[src/tgard_pkg.sv]
`default_nettype none

package tgard_pkg;

   localparam int COUNT_BITS    = 30;
   localparam int CSR_DATA_BITS = COUNT_BITS;
   localparam int CSR_INDEX_BITS = 2;

   typedef enum logic [CSR_INDEX_BITS-1:0] {
      CSR_BYTES_PER_PIXEL,
      CSR_RUN_LENGTH_CODED,
      CSR_ALPHA_IS_OPACITY,
      CSR_PIXEL_TOTAL
   } csr_index_type;

   typedef enum logic [1:0] {
      PIX_2B,
      PIX_3B,
      PIX_4B
   } pixel_size_type;

   typedef struct packed {
      logic [7:0]     b0;
      logic [7:0]     b1;
      logic [7:0]     b2;
      logic [7:0]     last;
      pixel_size_type size;
      logic           alpha_is_opacity;
      logic [7:0]     repeat_count;
      logic           image_complete;
      logic           truncated;
   } entry_type;

   typedef struct packed {
      logic full;
      logic empty;
   } queue_status_type;

   function automatic pixel_size_type size_from_reg(input logic [2:0] v);
      pixel_size_type s;
      if (v inside {[3'd0:3'd2]}) begin
         s = PIX_2B;
      end else if (v == 3'd3) begin
         s = PIX_3B;
      end else begin
         s = PIX_4B;
      end
      return s;
   endfunction

   function automatic logic [1:0] last_position(input pixel_size_type s);
      logic [1:0] p;
      case (s)
         PIX_2B:  p = 2'd1;
         PIX_3B:  p = 2'd2;
         default: p = 2'd3;
      endcase
      return p;
   endfunction

endpackage

`default_nettype wire

[src/tgard_ifs.sv]
`default_nettype none

interface tgard_req_if;
   logic       valid;
   logic       ready;
   logic [7:0] data_byte;
   logic       end_of_data;

   modport source (output valid, output data_byte, output end_of_data, input ready);
   modport sink   (input valid, input data_byte, input end_of_data, output ready);
endinterface

interface tgard_rsp_if;
   logic       valid;
   logic       ready;
   logic [7:0] red;
   logic [7:0] green;
   logic [7:0] blue;
   logic [7:0] alpha;
   logic [7:0] repeat_count;
   logic       image_complete;
   logic       truncated;

   modport source (output valid, output red, output green, output blue, output alpha,
                   output repeat_count, output image_complete, output truncated,
                   input ready);
   modport sink   (input valid, input red, input green, input blue, input alpha,
                   input repeat_count, input image_complete, input truncated,
                   output ready);
endinterface

interface tgard_csr_if;
   logic                                valid;
   logic                                ready;
   logic [tgard_pkg::CSR_INDEX_BITS-1:0] index;
   logic [tgard_pkg::CSR_DATA_BITS-1:0]  data;

   modport source (output valid, output index, output data, input ready);
   modport sink   (input valid, input index, input data, output ready);
endinterface

`default_nettype wire

[src/tgard_front.sv]
`default_nettype none

module tgard_front (
   input  wire logic                        clock,
   input  wire logic                        reset,
   tgard_req_if.sink                        req,
   tgard_csr_if.sink                        csr,
   input  wire tgard_pkg::queue_status_type q_status,
   output logic                             push,
   output tgard_pkg::entry_type             push_entry
);

   localparam int CB = tgard_pkg::COUNT_BITS;

   logic [2:0]    bpp_ff,   bpp_in;
   logic          rlc_ff,   rlc_in;
   logic          aop_ff,   aop_in;
   logic [CB-1:0] total_ff, total_in;

   logic          expect_ff,   expect_in;
   logic          is_run_ff,   is_run_in;
   logic [7:0]    left_ff,     left_in;
   logic [1:0]    pos_ff,      pos_in;
   logic [23:0]   partial_ff,  partial_in;
   logic [CB-1:0] remaining_ff, remaining_in;
   logic          finished_ff, finished_in;

   tgard_pkg::pixel_size_type size;
   logic          accept;
   logic          idle_image;
   logic          header;
   logic          pixel_done;
   logic          left_lt;
   logic [7:0]    rep;
   logic [CB-1:0] rem_next;
   logic          complete;
   logic [7:0]    left_after;

   assign req.ready = !q_status.full && !csr.valid;
   assign csr.ready = 1'b1;
   assign accept    = req.valid && req.ready;

   always_comb begin
      size       = tgard_pkg::size_from_reg(bpp_ff);
      idle_image = finished_ff || (remaining_ff == '0);
      header     = rlc_ff && expect_ff;
      pixel_done = !header && (pos_ff >= tgard_pkg::last_position(size));
      left_lt    = (remaining_ff[CB-1:8] != '0) || (left_ff < remaining_ff[7:0]);
      if (rlc_ff && is_run_ff) begin
         rep = left_lt ? left_ff : remaining_ff[7:0];
      end else begin
         rep = 8'd1;
      end
      rem_next   = remaining_ff - {{(CB-8){1'b0}}, rep};
      complete   = pixel_done && (rem_next == '0);
      left_after = is_run_ff ? 8'd0 : (left_ff - 8'd1);

      bpp_in       = bpp_ff;
      rlc_in       = rlc_ff;
      aop_in       = aop_ff;
      total_in     = total_ff;
      expect_in    = expect_ff;
      is_run_in    = is_run_ff;
      left_in      = left_ff;
      pos_in       = pos_ff;
      partial_in   = partial_ff;
      remaining_in = remaining_ff;
      finished_in  = finished_ff;
      push         = 1'b0;

      push_entry.b0               = partial_ff[7:0];
      push_entry.b1               = partial_ff[15:8];
      push_entry.b2               = partial_ff[23:16];
      push_entry.last             = req.data_byte;
      push_entry.size             = size;
      push_entry.alpha_is_opacity = aop_ff;
      push_entry.repeat_count     = pixel_done ? rep : 8'd0;
      push_entry.image_complete   = complete;
      push_entry.truncated        = req.end_of_data && !complete;

      if (csr.valid) begin
         case (tgard_pkg::csr_index_type'(csr.index))
            tgard_pkg::CSR_BYTES_PER_PIXEL:  bpp_in   = csr.data[2:0];
            tgard_pkg::CSR_RUN_LENGTH_CODED: rlc_in   = csr.data[0];
            tgard_pkg::CSR_ALPHA_IS_OPACITY: aop_in   = csr.data[0];
            tgard_pkg::CSR_PIXEL_TOTAL:      total_in = csr.data[CB-1:0];
            default:                         bpp_in   = bpp_ff;
         endcase
         expect_in    = rlc_in;
         is_run_in    = 1'b0;
         left_in      = 8'd0;
         pos_in       = 2'd0;
         partial_in   = 24'd0;
         remaining_in = total_in;
         finished_in  = 1'b0;
      end else if (accept && !idle_image) begin
         if (header) begin
            is_run_in  = req.data_byte[7];
            left_in    = {1'b0, req.data_byte[6:0]} + 8'd1;
            expect_in  = 1'b0;
            pos_in     = 2'd0;
            partial_in = 24'd0;
         end else if (!pixel_done) begin
            case (pos_ff)
               2'd0:    partial_in[7:0]   = req.data_byte;
               2'd1:    partial_in[15:8]  = req.data_byte;
               default: partial_in[23:16] = req.data_byte;
            endcase
            pos_in = pos_ff + 2'd1;
         end else begin
            pos_in       = 2'd0;
            partial_in   = 24'd0;
            remaining_in = rem_next;
            if (rlc_ff) begin
               left_in = left_after;
               if (left_after == 8'd0) begin
                  expect_in = 1'b1;
               end
            end
            if (complete) begin
               finished_in = 1'b1;
            end
         end
         if (req.end_of_data && !complete) begin
            finished_in = 1'b1;
         end
         push = pixel_done || req.end_of_data;
      end
   end

   always_ff @(posedge clock) begin
      if (reset) begin
         bpp_ff       <= 3'd4;
         rlc_ff       <= 1'b1;
         aop_ff       <= 1'b0;
         total_ff     <= '0;
         expect_ff    <= 1'b1;
         is_run_ff    <= 1'b0;
         left_ff      <= 8'd0;
         pos_ff       <= 2'd0;
         partial_ff   <= 24'd0;
         remaining_ff <= '0;
         finished_ff  <= 1'b0;
      end else begin
         bpp_ff       <= bpp_in;
         rlc_ff       <= rlc_in;
         aop_ff       <= aop_in;
         total_ff     <= total_in;
         expect_ff    <= expect_in;
         is_run_ff    <= is_run_in;
         left_ff      <= left_in;
         pos_ff       <= pos_in;
         partial_ff   <= partial_in;
         remaining_ff <= remaining_in;
         finished_ff  <= finished_in;
      end
   end

endmodule

`default_nettype wire

[src/tgard_queue.sv]
`default_nettype none

module tgard_queue (
   input  wire logic                 clock,
   input  wire logic                 reset,
   input  wire logic                 push,
   input  wire tgard_pkg::entry_type push_entry,
   input  wire logic                 pop,
   output tgard_pkg::entry_type      head,
   output tgard_pkg::queue_status_type status
);

   tgard_pkg::entry_type entries_ff [2];
   logic       wr_ptr_ff, wr_ptr_in;
   logic       rd_ptr_ff, rd_ptr_in;
   logic [1:0] count_ff,  count_in;
   logic       do_push;
   logic       do_pop;

   always_comb begin
      status.full  = (count_ff == 2'd2);
      status.empty = (count_ff == 2'd0);
      do_push      = push && !status.full;
      do_pop       = pop && !status.empty;
      head         = entries_ff[rd_ptr_ff];
      wr_ptr_in    = do_push ? !wr_ptr_ff : wr_ptr_ff;
      rd_ptr_in    = do_pop ? !rd_ptr_ff : rd_ptr_ff;
      count_in     = count_ff + {1'b0, do_push} - {1'b0, do_pop};
   end

   always_ff @(posedge clock) begin
      if (do_push) begin
         entries_ff[wr_ptr_ff] <= push_entry;
      end
   end

   always_ff @(posedge clock) begin
      if (reset) begin
         wr_ptr_ff <= 1'b0;
         rd_ptr_ff <= 1'b0;
         count_ff  <= 2'd0;
      end else begin
         wr_ptr_ff <= wr_ptr_in;
         rd_ptr_ff <= rd_ptr_in;
         count_ff  <= count_in;
      end
   end

endmodule

`default_nettype wire

[src/tgard_back.sv]
`default_nettype none

module tgard_back (
   input  wire logic                        clock,
   input  wire logic                        reset,
   input  wire tgard_pkg::queue_status_type q_status,
   input  wire tgard_pkg::entry_type        head,
   output logic                             pop,
   tgard_rsp_if.source                      rsp
);

   logic       valid_ff, valid_in;
   logic [7:0] red_ff,   red_in;
   logic [7:0] green_ff, green_in;
   logic [7:0] blue_ff,  blue_in;
   logic [7:0] alpha_ff, alpha_in;
   logic [7:0] rep_ff;
   logic       complete_ff;
   logic       truncated_ff;

   always_comb begin
      pop      = !q_status.empty && (!valid_ff || rsp.ready);
      valid_in = pop || (valid_ff && !rsp.ready);
      case (head.size)
         tgard_pkg::PIX_2B: begin
            red_in   = {head.last[6:2], 3'b000};
            green_in = {head.last[1:0], head.b0[7:5], 3'b000};
            blue_in  = {head.b0[4:0], 3'b000};
            alpha_in = {8{head.last[7] == head.alpha_is_opacity}};
         end
         tgard_pkg::PIX_3B: begin
            red_in   = head.last;
            green_in = head.b1;
            blue_in  = head.b0;
            alpha_in = 8'hFF;
         end
         default: begin
            red_in   = head.b2;
            green_in = head.b1;
            blue_in  = head.b0;
            alpha_in = head.alpha_is_opacity ? head.last : ~head.last;
         end
      endcase
      if (head.repeat_count == 8'd0) begin
         red_in   = 8'd0;
         green_in = 8'd0;
         blue_in  = 8'd0;
         alpha_in = 8'd0;
      end
   end

   always_ff @(posedge clock) begin
      if (reset) begin
         valid_ff <= 1'b0;
      end else begin
         valid_ff <= valid_in;
      end
   end

   always_ff @(posedge clock) begin
      if (pop) begin
         red_ff       <= red_in;
         green_ff     <= green_in;
         blue_ff      <= blue_in;
         alpha_ff     <= alpha_in;
         rep_ff       <= head.repeat_count;
         complete_ff  <= head.image_complete;
         truncated_ff <= head.truncated;
      end
   end

   assign rsp.valid          = valid_ff;
   assign rsp.red            = red_ff;
   assign rsp.green          = green_ff;
   assign rsp.blue           = blue_ff;
   assign rsp.alpha          = alpha_ff;
   assign rsp.repeat_count   = rep_ff;
   assign rsp.image_complete = complete_ff;
   assign rsp.truncated      = truncated_ff;

endmodule

`default_nettype wire

[src/tga_rle_pixel_decoder_top.sv]
// TGA run-length pixel decoder. Feed the pixel-data bytes of an image on
// req_bus, one item per byte; the block takes one byte every cycle while its
// queue is not full and no csr_bus write is present, since the front stage
// updates its per-byte packet and pixel bookkeeping as each byte is taken.
// Each byte that completes a pixel, or that ends the data early, yields one
// RGBA item on rsp_bus once it has passed the two-entry queue and the output
// register; header bytes and bytes that only fill a pixel yield nothing. A
// run pixel carries its repeat count, raw and uncompressed pixels carry 1.
// Write csr_bus only while the block is idle; any write restarts the image.

`default_nettype none

module tga_rle_pixel_decoder_top (
   input wire logic  clock,
   input wire logic  reset,
   tgard_req_if.sink   req_bus,
   tgard_rsp_if.source rsp_bus,
   tgard_csr_if.sink   csr_bus
);

   tgard_pkg::queue_status_type q_status;
   tgard_pkg::entry_type        push_entry;
   tgard_pkg::entry_type        head;
   logic                        push;
   logic                        pop;

   tgard_front u_front (
      .clock      (clock),
      .reset      (reset),
      .req        (req_bus),
      .csr        (csr_bus),
      .q_status   (q_status),
      .push       (push),
      .push_entry (push_entry)
   );

   tgard_queue u_queue (
      .clock      (clock),
      .reset      (reset),
      .push       (push),
      .push_entry (push_entry),
      .pop        (pop),
      .head       (head),
      .status     (q_status)
   );

   tgard_back u_back (
      .clock    (clock),
      .reset    (reset),
      .q_status (q_status),
      .head     (head),
      .pop      (pop),
      .rsp      (rsp_bus)
   );

   a_empty_item_is_truncated: assert property (
      @(posedge clock) disable iff (reset)
      (rsp_bus.valid && rsp_bus.repeat_count == 8'd0) |-> rsp_bus.truncated
   ) else $error("item without pixel lacks truncated flag");

   a_complete_excludes_truncated: assert property (
      @(posedge clock) disable iff (reset)
      rsp_bus.valid |-> !(rsp_bus.image_complete && rsp_bus.truncated)
   ) else $error("item both complete and truncated");

   a_repeat_in_range: assert property (
      @(posedge clock) disable iff (reset)
      rsp_bus.valid |-> (rsp_bus.repeat_count <= 8'd128)
   ) else $error("repeat count above packet maximum");

   a_no_push_when_full: assert property (
      @(posedge clock) disable iff (reset)
      q_status.full |-> !push
   ) else $error("item pushed into full queue");

endmodule

`default_nettype wire

[src/flat_wrapper.sv]
// flat-port wrapper written by rule: the top's interface ports become plain ports
module tga_rle_pixel_decoder_top_flat 
  (clock, reset, req_bus_valid, req_bus_data_byte, req_bus_end_of_data, req_bus_ready, rsp_bus_valid, rsp_bus_red, rsp_bus_green, rsp_bus_blue, rsp_bus_alpha, rsp_bus_repeat_count, rsp_bus_image_complete, rsp_bus_truncated, rsp_bus_ready, csr_bus_valid, csr_bus_index, csr_bus_data, csr_bus_ready);
  tgard_req_if req_bus_i ();
  tgard_rsp_if rsp_bus_i ();
  tgard_csr_if csr_bus_i ();
  input wire logic clock;
  input wire logic reset;
  input wire logic [$bits(req_bus_i.valid)-1:0] req_bus_valid;
  input wire logic [$bits(req_bus_i.data_byte)-1:0] req_bus_data_byte;
  input wire logic [$bits(req_bus_i.end_of_data)-1:0] req_bus_end_of_data;
  output wire logic [$bits(req_bus_i.ready)-1:0] req_bus_ready;
  output wire logic [$bits(rsp_bus_i.valid)-1:0] rsp_bus_valid;
  output wire logic [$bits(rsp_bus_i.red)-1:0] rsp_bus_red;
  output wire logic [$bits(rsp_bus_i.green)-1:0] rsp_bus_green;
  output wire logic [$bits(rsp_bus_i.blue)-1:0] rsp_bus_blue;
  output wire logic [$bits(rsp_bus_i.alpha)-1:0] rsp_bus_alpha;
  output wire logic [$bits(rsp_bus_i.repeat_count)-1:0] rsp_bus_repeat_count;
  output wire logic [$bits(rsp_bus_i.image_complete)-1:0] rsp_bus_image_complete;
  output wire logic [$bits(rsp_bus_i.truncated)-1:0] rsp_bus_truncated;
  input wire logic [$bits(rsp_bus_i.ready)-1:0] rsp_bus_ready;
  input wire logic [$bits(csr_bus_i.valid)-1:0] csr_bus_valid;
  input wire logic [$bits(csr_bus_i.index)-1:0] csr_bus_index;
  input wire logic [$bits(csr_bus_i.data)-1:0] csr_bus_data;
  output wire logic [$bits(csr_bus_i.ready)-1:0] csr_bus_ready;
  assign req_bus_i.valid = req_bus_valid;
  assign req_bus_i.data_byte = req_bus_data_byte;
  assign req_bus_i.end_of_data = req_bus_end_of_data;
  assign req_bus_ready = req_bus_i.ready;
  assign rsp_bus_valid = rsp_bus_i.valid;
  assign rsp_bus_red = rsp_bus_i.red;
  assign rsp_bus_green = rsp_bus_i.green;
  assign rsp_bus_blue = rsp_bus_i.blue;
  assign rsp_bus_alpha = rsp_bus_i.alpha;
  assign rsp_bus_repeat_count = rsp_bus_i.repeat_count;
  assign rsp_bus_image_complete = rsp_bus_i.image_complete;
  assign rsp_bus_truncated = rsp_bus_i.truncated;
  assign rsp_bus_i.ready = rsp_bus_ready;
  assign csr_bus_i.valid = csr_bus_valid;
  assign csr_bus_i.index = csr_bus_index;
  assign csr_bus_i.data = csr_bus_data;
  assign csr_bus_ready = csr_bus_i.ready;
  tga_rle_pixel_decoder_top u_core (.clock(clock), .reset(reset), .req_bus(req_bus_i), .rsp_bus(rsp_bus_i), .csr_bus(csr_bus_i));
endmodule
[config.mk]
export PLATFORM = sky130hd
export DESIGN_NAME = tga_rle_pixel_decoder_top_flat
export DESIGN_NICKNAME = d
export VERILOG_FILES = /design/src/tgard_pkg.sv /design/src/tgard_ifs.sv /design/src/tgard_front.sv /design/src/tgard_queue.sv /design/src/tgard_back.sv /design/src/tga_rle_pixel_decoder_top.sv /design/src/flat_wrapper.sv
export SDC_FILE = /design/constraint.sdc
export NUM_CORES = 1
export LEC_CHECK = 0
export BUFFER_PORTS_ARGS = -buffer_cell sky130_fd_sc_hd__buf_2
export CAP_MARGIN = 15
export CORE_MARGIN = 5
export CORE_UTILIZATION = 30
export CTS_BUF_LIST = sky130_fd_sc_hd__clkbuf_4
export DETAILED_ROUTE_END_ITERATION = 12
export GPL_TIMING_DRIVEN = 1
export SYNTH_ARGS = -nofsm -noshare
export SYNTH_HDL_FRONTEND = slang
export SYNTH_SLANG_ARGS = --single-unit
export TNS_END_PERCENT = 5
[constraint.sdc]
create_clock -name clock -period 9.8 [get_ports clock]
set_input_delay 0.98 -clock clock [delete_from_list [all_inputs] [get_ports clock]]
set_output_delay 0.98 -clock clock [all_outputs]
set_load 0.02 [all_outputs]
### Word level (Yosys, flattened, before mapping)

Memories as Yosys holds them, arrays and structs flattened. A register that Yosys moved wholly into a read port is not among the register bits.
Cells that the tools add are included.

| operators by class | value |
|---|---|
| add/sub/neg operators | 6 |
| magnitude comparators | 4 |
| equality and inequality tests | 12 |
| mux-type cells | 44 |
| bitwise logic cells | 1 |
| reduce and logical (&&, ||, !) cells | 62 |

Operator list:

| kind | count |
|---|---|
| 2-to-1 mux 30 bit | 5 |
| 2-to-1 mux 8 bit | 13 |
| zero test 30 bit | 2 |
| 2-to-1 mux 24 bit | 2 |
| one-hot mux 8 bit (2 select lines) | 2 |
| subtractor 30 x 8 -> 30 bit | 1 |
| nonzero test 22 bit | 1 |
| 2-to-1 mux 1 bit | 17 |
| zero test 8 bit | 2 |
| nonzero test 3 bit | 5 |
| logical AND 1 bit | 13 |
| AND reduction 2 bit | 6 |
| nonzero test 2 bit | 6 |
| zero test 1 bit | 10 |
| zero test 2 bit | 5 |
| adder 7 x 1 -> 8 bit (second input constant) | 1 |
| == test 2 x 1 -> 1 bit (second input constant) | 4 |
| < comparator 8 bit | 1 |
| 2-to-1 mux 2 bit | 4 |
| inverter 8 bit | 1 |
| AND reduction 4 bit | 2 |
| subtractor 8 x 1 -> 8 bit (second input constant) | 1 |
| == test 2 bit (second input constant) | 3 |
| AND reduction 3 bit | 2 |
| other kinds (13) | 20 |

| word-level totals | value |
|---|---|
| register bits after elaboration | 149 |
| bits in writable memories | 90 |
| input port bits | 46 |
| logic and storage cells | 156 |
| memories kept | 1 |

Memory list:

| name | depth | width | read ports | clocked after Yosys merged registers in | wr ports | RTL line | source |
|---|---|---|---|---|---|---|---|
| u_core.u_queue.entries_ff | 2 | 45 | 1 | 1 | 1 | tgard_queue.sv:13 | `tgard_pkg::entry_type entries_ff [2];` |

### Longest topological paths before layout

| logic depth | value |
|---|---|
| depth in word-level cells | 13 |
| mapped depth | 18 |
| mapped depth without buffers | 17 |

### Cells and area by module

Synthesis repeated with hierarchy kept, for this count alone.

| second synthesis, totals | value |
|---|---|
| cell total of the unflattened synthesis | 1109 |
| area total of the unflattened synthesis | 11564.8 um2 |

By module, submodules not included:

| module | instances | cells an instance | area an instance (um2) | seq. area each (um2) |
|---|---|---|---|---|
| tgard_front | 1 | 807 | 6222.2 | 2042.0 |
| tgard_queue | 1 | 167 | 3478.3 | 2802.7 |
| tgard_back | 1 | 135 | 1864.3 | 1281.2 |

### Worst setup path after synthesis

No wires, ideal clock.

| timing path | value |
|---|---|
| kind | reg2reg |
| start | reg u_core.u_front.remaining_ff[10] |
| end | mem u_core.u_queue.entries_ff[0][0] (netlist name) (data pin) |
| setup time | 0.258 ns |
| data arrival time | 4.517 ns |
| path slack | 5.025 ns |
| stages on the path, launching flop included | 17 |
| period minus slack after synthesis | 4.775 ns |
| cells stage by stage | dfxtp_1 buf_2 or4_4 or4b_1 or2_1 nor3_4 buf_6 mux2_2 ha_1 clkbuf_1 and2_1 a221oi_1 mux2i_1 nand4_1 nor4_1 nand4_1 and2_1 |

RTL lines:

| item | RTL line | source |
|---|---|---|
| from (decl) | tgard_front.sv:25 | `logic [CB-1:0] remaining_ff, remaining_in;` |
| from (signal assigned) | tgard_front.sv:154 | `remaining_ff <= remaining_in;` |
| to (decl) | tgard_queue.sv:13 |  |

==> out/qor.yml <==
finish:
  design_area_mm2: 0.0133
  layout-drive-gt1-share_pct: 20.5
  layout.nets: 1268
  seq_area_mm2: 0.00613
  multi_input_area_mm2: 0.00504
  post-route-util_pct: 35.1
  n_fill_cell: 3909
  area_growth_pct: 15.0
  instances_no_fill: 1750
worst_hold_path:
  hold_depth: 0
  min_path_type: "flop to flop"
clock_tree:
  clock_latency_ps: 680
  holdBufCountCts: 0
  post_cts_buffers: 0
  cts_num_sinks: 240
  cts_made_buffers: 68
  cts_resized: 0
  clk_pin_slew_ps: 70
  cts_tree: "yes"
  root_buffer: "clkbuf_4"
  htree_levels: 3
  clock_path_buffers: 3
worst_setup_path:
  start_kind: "flop"
  required_ps: 10180
  slowest_delay_ps: 700
  cp_slowest_cell: "a221oi_1"
  critPathArrivalTime_ps: 6010
  ff2ff_path_depth: 12
  path_cells: "or4_4, or4b_1, or2_1, nor3_4, mux2_2, ha_1, and2_1, a221oi_1, mux2i_1, and3_1, nand4_1, nor4b_1"
  crit_type: "flop to flop"
  endpoint_kind: "flop"
  critPathMaxFanout: 15
synthesis:
  synth-seq-area-share_pct: 53.1
  ys_seq_elements: 240
  synth_edf_count: 132
  synth.distinct_cells: 70
  synth_fp_nets: 1164
  async_reset_ff_share_pct: 0
  ys.flop_type: "edfxtp_1"
  yosysWarnings: 0
  syn_area_mm2: 0.0115
  synth_area_per_cell_um2: 10.5
  synthCells: 1094
timing:
  fin_crit_sh_pct: 57.4
  holdWs_ps: 431
  setup_tns_ps: 0
  rsz0062_at_grt: "no"
  max_slew_margin_pct: 26.2
  finClkSkew_ps: 52.7
  period_needed_ps: 5630
  worstMarginPinSlew_ps: 1110
  final_max_slew_viol_count: 0
  finalHoldViolCount: 0
  setup_viol: 0
  fmax_mhz: 178
  setup_ws_ps: 4170
outcome:
  status: "complete, no violations"
detailed_routing:
  viasPerCell: 4.91
  drtIter0Drc: 393
  vias: 8597
  antenna_left: 0
  drt_first_pass_iters: 7
  drc: 0
  wirelength_mm: 29.4
  wl_per_cell_um: 16.8
floorplanning:
  dieWidth_um: 206
  core_area_mm2: 0.0378
  io_pins: 91
  die_h_um: 206
  die_area_mm2: 0.0425
  rows: 71
  start_util_pct: 30.5
placement:
  port_buffers: 89
  placed_area_mm2: 0.0124
  dp_slack_ps: 4270
  dp_hpwl_mm: 20.1
  gp_congestion: 0.855
  dp.cells: 1638
power_and_ir_drop:
  power.leakage_nw: 4.84
  power.switching_uw: 895
  pwr-share-comb_pct: 23.8
  internal_power_mw: 1.95
  swShare_pct: 31.5
  p_seq_share_pct: 44.3
  power_density_mw_per_mm2: 214
  ir_drop_v: 0.000175
  pwr-share-clk_pct: 32.0
  power_mw: 2.84
grt:
  grt_max_degree: 59
  antenna_found_initial: 3
  overflow: 0
  grt_pass1_vias: 8449
  track_usage_pct: 13.7
  grt_pass1_wl_mm: 45.9
flow_run:
  cap_violations: 0
==> per-layer routing <==
metal  wire length (um)  track usage (%)  vias to the layer above
met5                 12                0                        -
met4                884             5.47                        2
met3               1760             3.42                       67
met2              13200             21.1                      256
met1              13500             18.5                     4070
li1                   -                -                     4202
==> power by group through the flow <==
stage / clock network, mW / registers, mW / logic [mW]
2_1_floorplan: 0 / 1.39 / 0.367
3_3_place_gp: 0 / 1.28 / 0.681
3_5_place_dp: 0 / 1.28 / 0.681
4_1_cts: 0.950 / 1.26 / 0.684
5_1_grt: 1.00 / 1.27 / 0.739
6_report: 0.909 / 1.26 / 0.676
==> cell usage in the layout (no fill, tap or decap), types with 6 or more instances in the layout <==
cell / count
and3_1: 15
nand2_1: 137
clkinv_1: 8
o21ai_0: 16
inv_1: 20
a211oi_1: 23
or2_2: 6
nor3_1: 20
nand2b_1: 15
o21a_1: 11
nor2_1: 102
xor2_1: 15
o22ai_1: 16
nand3_1: 29
nor4_1: 15
a21oi_1: 74
buf_4: 10
mux2i_1: 87
dfxtp_1: 107
mux2_2: 27
edfxtp_1: 132
xnor2_1: 32
ha_1: 23
and2_1: 6
a311oi_1: 11
or4_1: 6
nor2b_1: 7
buf_2: 89
clkbuf_4: 95
==> worst max-delay path: cells and delay by family, from the launching register on <==
| kind | cells | cell delay, ps |
|---|---|---|
| and+or+nand+nor | 8 | 3060 |
| DFF | 1 | 430 |
| AOI/OAI and AO/OA | 1 | 700 |
| muxes | 2 | 730 |
| adders and majority gates | 1 | 400 |
==> state kept, by name, summed over array words and instances (netlist names), 2 cells and up, named ones only <==
signal,count
u_core.u_back.rsp.alpha,8
u_core.u_front.left_ff,8
u_core.u_back.rsp.green,8
u_core.u_queue.entries_ff,90
u_core.u_back.rsp.blue,8
u_core.u_back.rsp.red,8
u_core.u_front.partial_ff,24
u_core.u_front.pos_ff,2
u_core.u_front.bpp_ff,3
u_core.u_front.total_ff,30
u_core.u_queue.count_ff,2
u_core.u_front.remaining_ff,30
u_core.u_back.rsp.repeat_count,8
==> layout make-up <==
type	count	share of cell area (%)
clock buffer	95	5.37
timing repair buffer	100	4.13
inverter	20	0.566
multi-input combinational	768	38.0
antenna	2	0.0377
sequential	240	46.2
tap	511	4.82
clock inverter	14	0.943
==> kinds of logic after synthesis <==
logic type	Yosys count	share of synthesized area, %
fa+ha+maj	24	2.67
other cells	1	0.0325
mux	116	10.6
simple gates	387	15.8
xor+xnor	47	3.57
flops	240	53.1
compound gates	193	10.9
buf+inv	86	3.37
==> path summary, 6_finish.rpt <==
kind	slack, ps	end	start
min reg2reg	430	u_core.u_queue.entries_ff[0][27]$_DFFE_PP_	u_core.u_front.partial_ff[22]$_SDFFE_PP0P_
max	4170	u_core.u_queue.entries_ff[1][1]$_DFFE_PP_	u_core.u_front.remaining_ff[9]$_SDFFE_PP0P_
min	430	u_core.u_queue.entries_ff[0][27]$_DFFE_PP_	u_core.u_front.partial_ff[22]$_SDFFE_PP0P_
max reg2reg	4170	u_core.u_queue.entries_ff[1][1]$_DFFE_PP_	u_core.u_front.remaining_ff[9]$_SDFFE_PP0P_
==> cells in the mapped netlist, types with 6 or more instances <==
cell type / count / share of area, %
and3_1: 15 / 0.81
a311oi_1: 11 / 0.84
o22ai_1: 16 / 0.87
clkbuf_1: 44 / 1.4
nand2b_1: 15 / 0.81
o21a_1: 12 / 0.78
buf_1: 8 / 0.26
ha_1: 23 / 2.5
nor2b_1: 7 / 0.38
edfxtp_1: 132 / 34
nor4_1: 15 / 0.81
dfxtp_1: 108 / 19
buf_6: 7 / 0.68
xor2_1: 15 / 1.1
o21ai_0: 16 / 0.69
a211oi_1: 23 / 1.5
inv_1: 20 / 0.65
or2_2: 6 / 0.33
nand3_1: 29 / 1.3
and2_1: 6 / 0.33
nand2_1: 137 / 4.5
mux2i_1: 87 / 7.5
nor2_1: 104 / 3.4
mux2_2: 27 / 2.6
a21oi_1: 74 / 3.2
nor3_1: 20 / 0.87
xnor2_1: 32 / 2.4
or4_1: 6 / 0.39
Note: power is estimated with default switching activity, not from simulation.
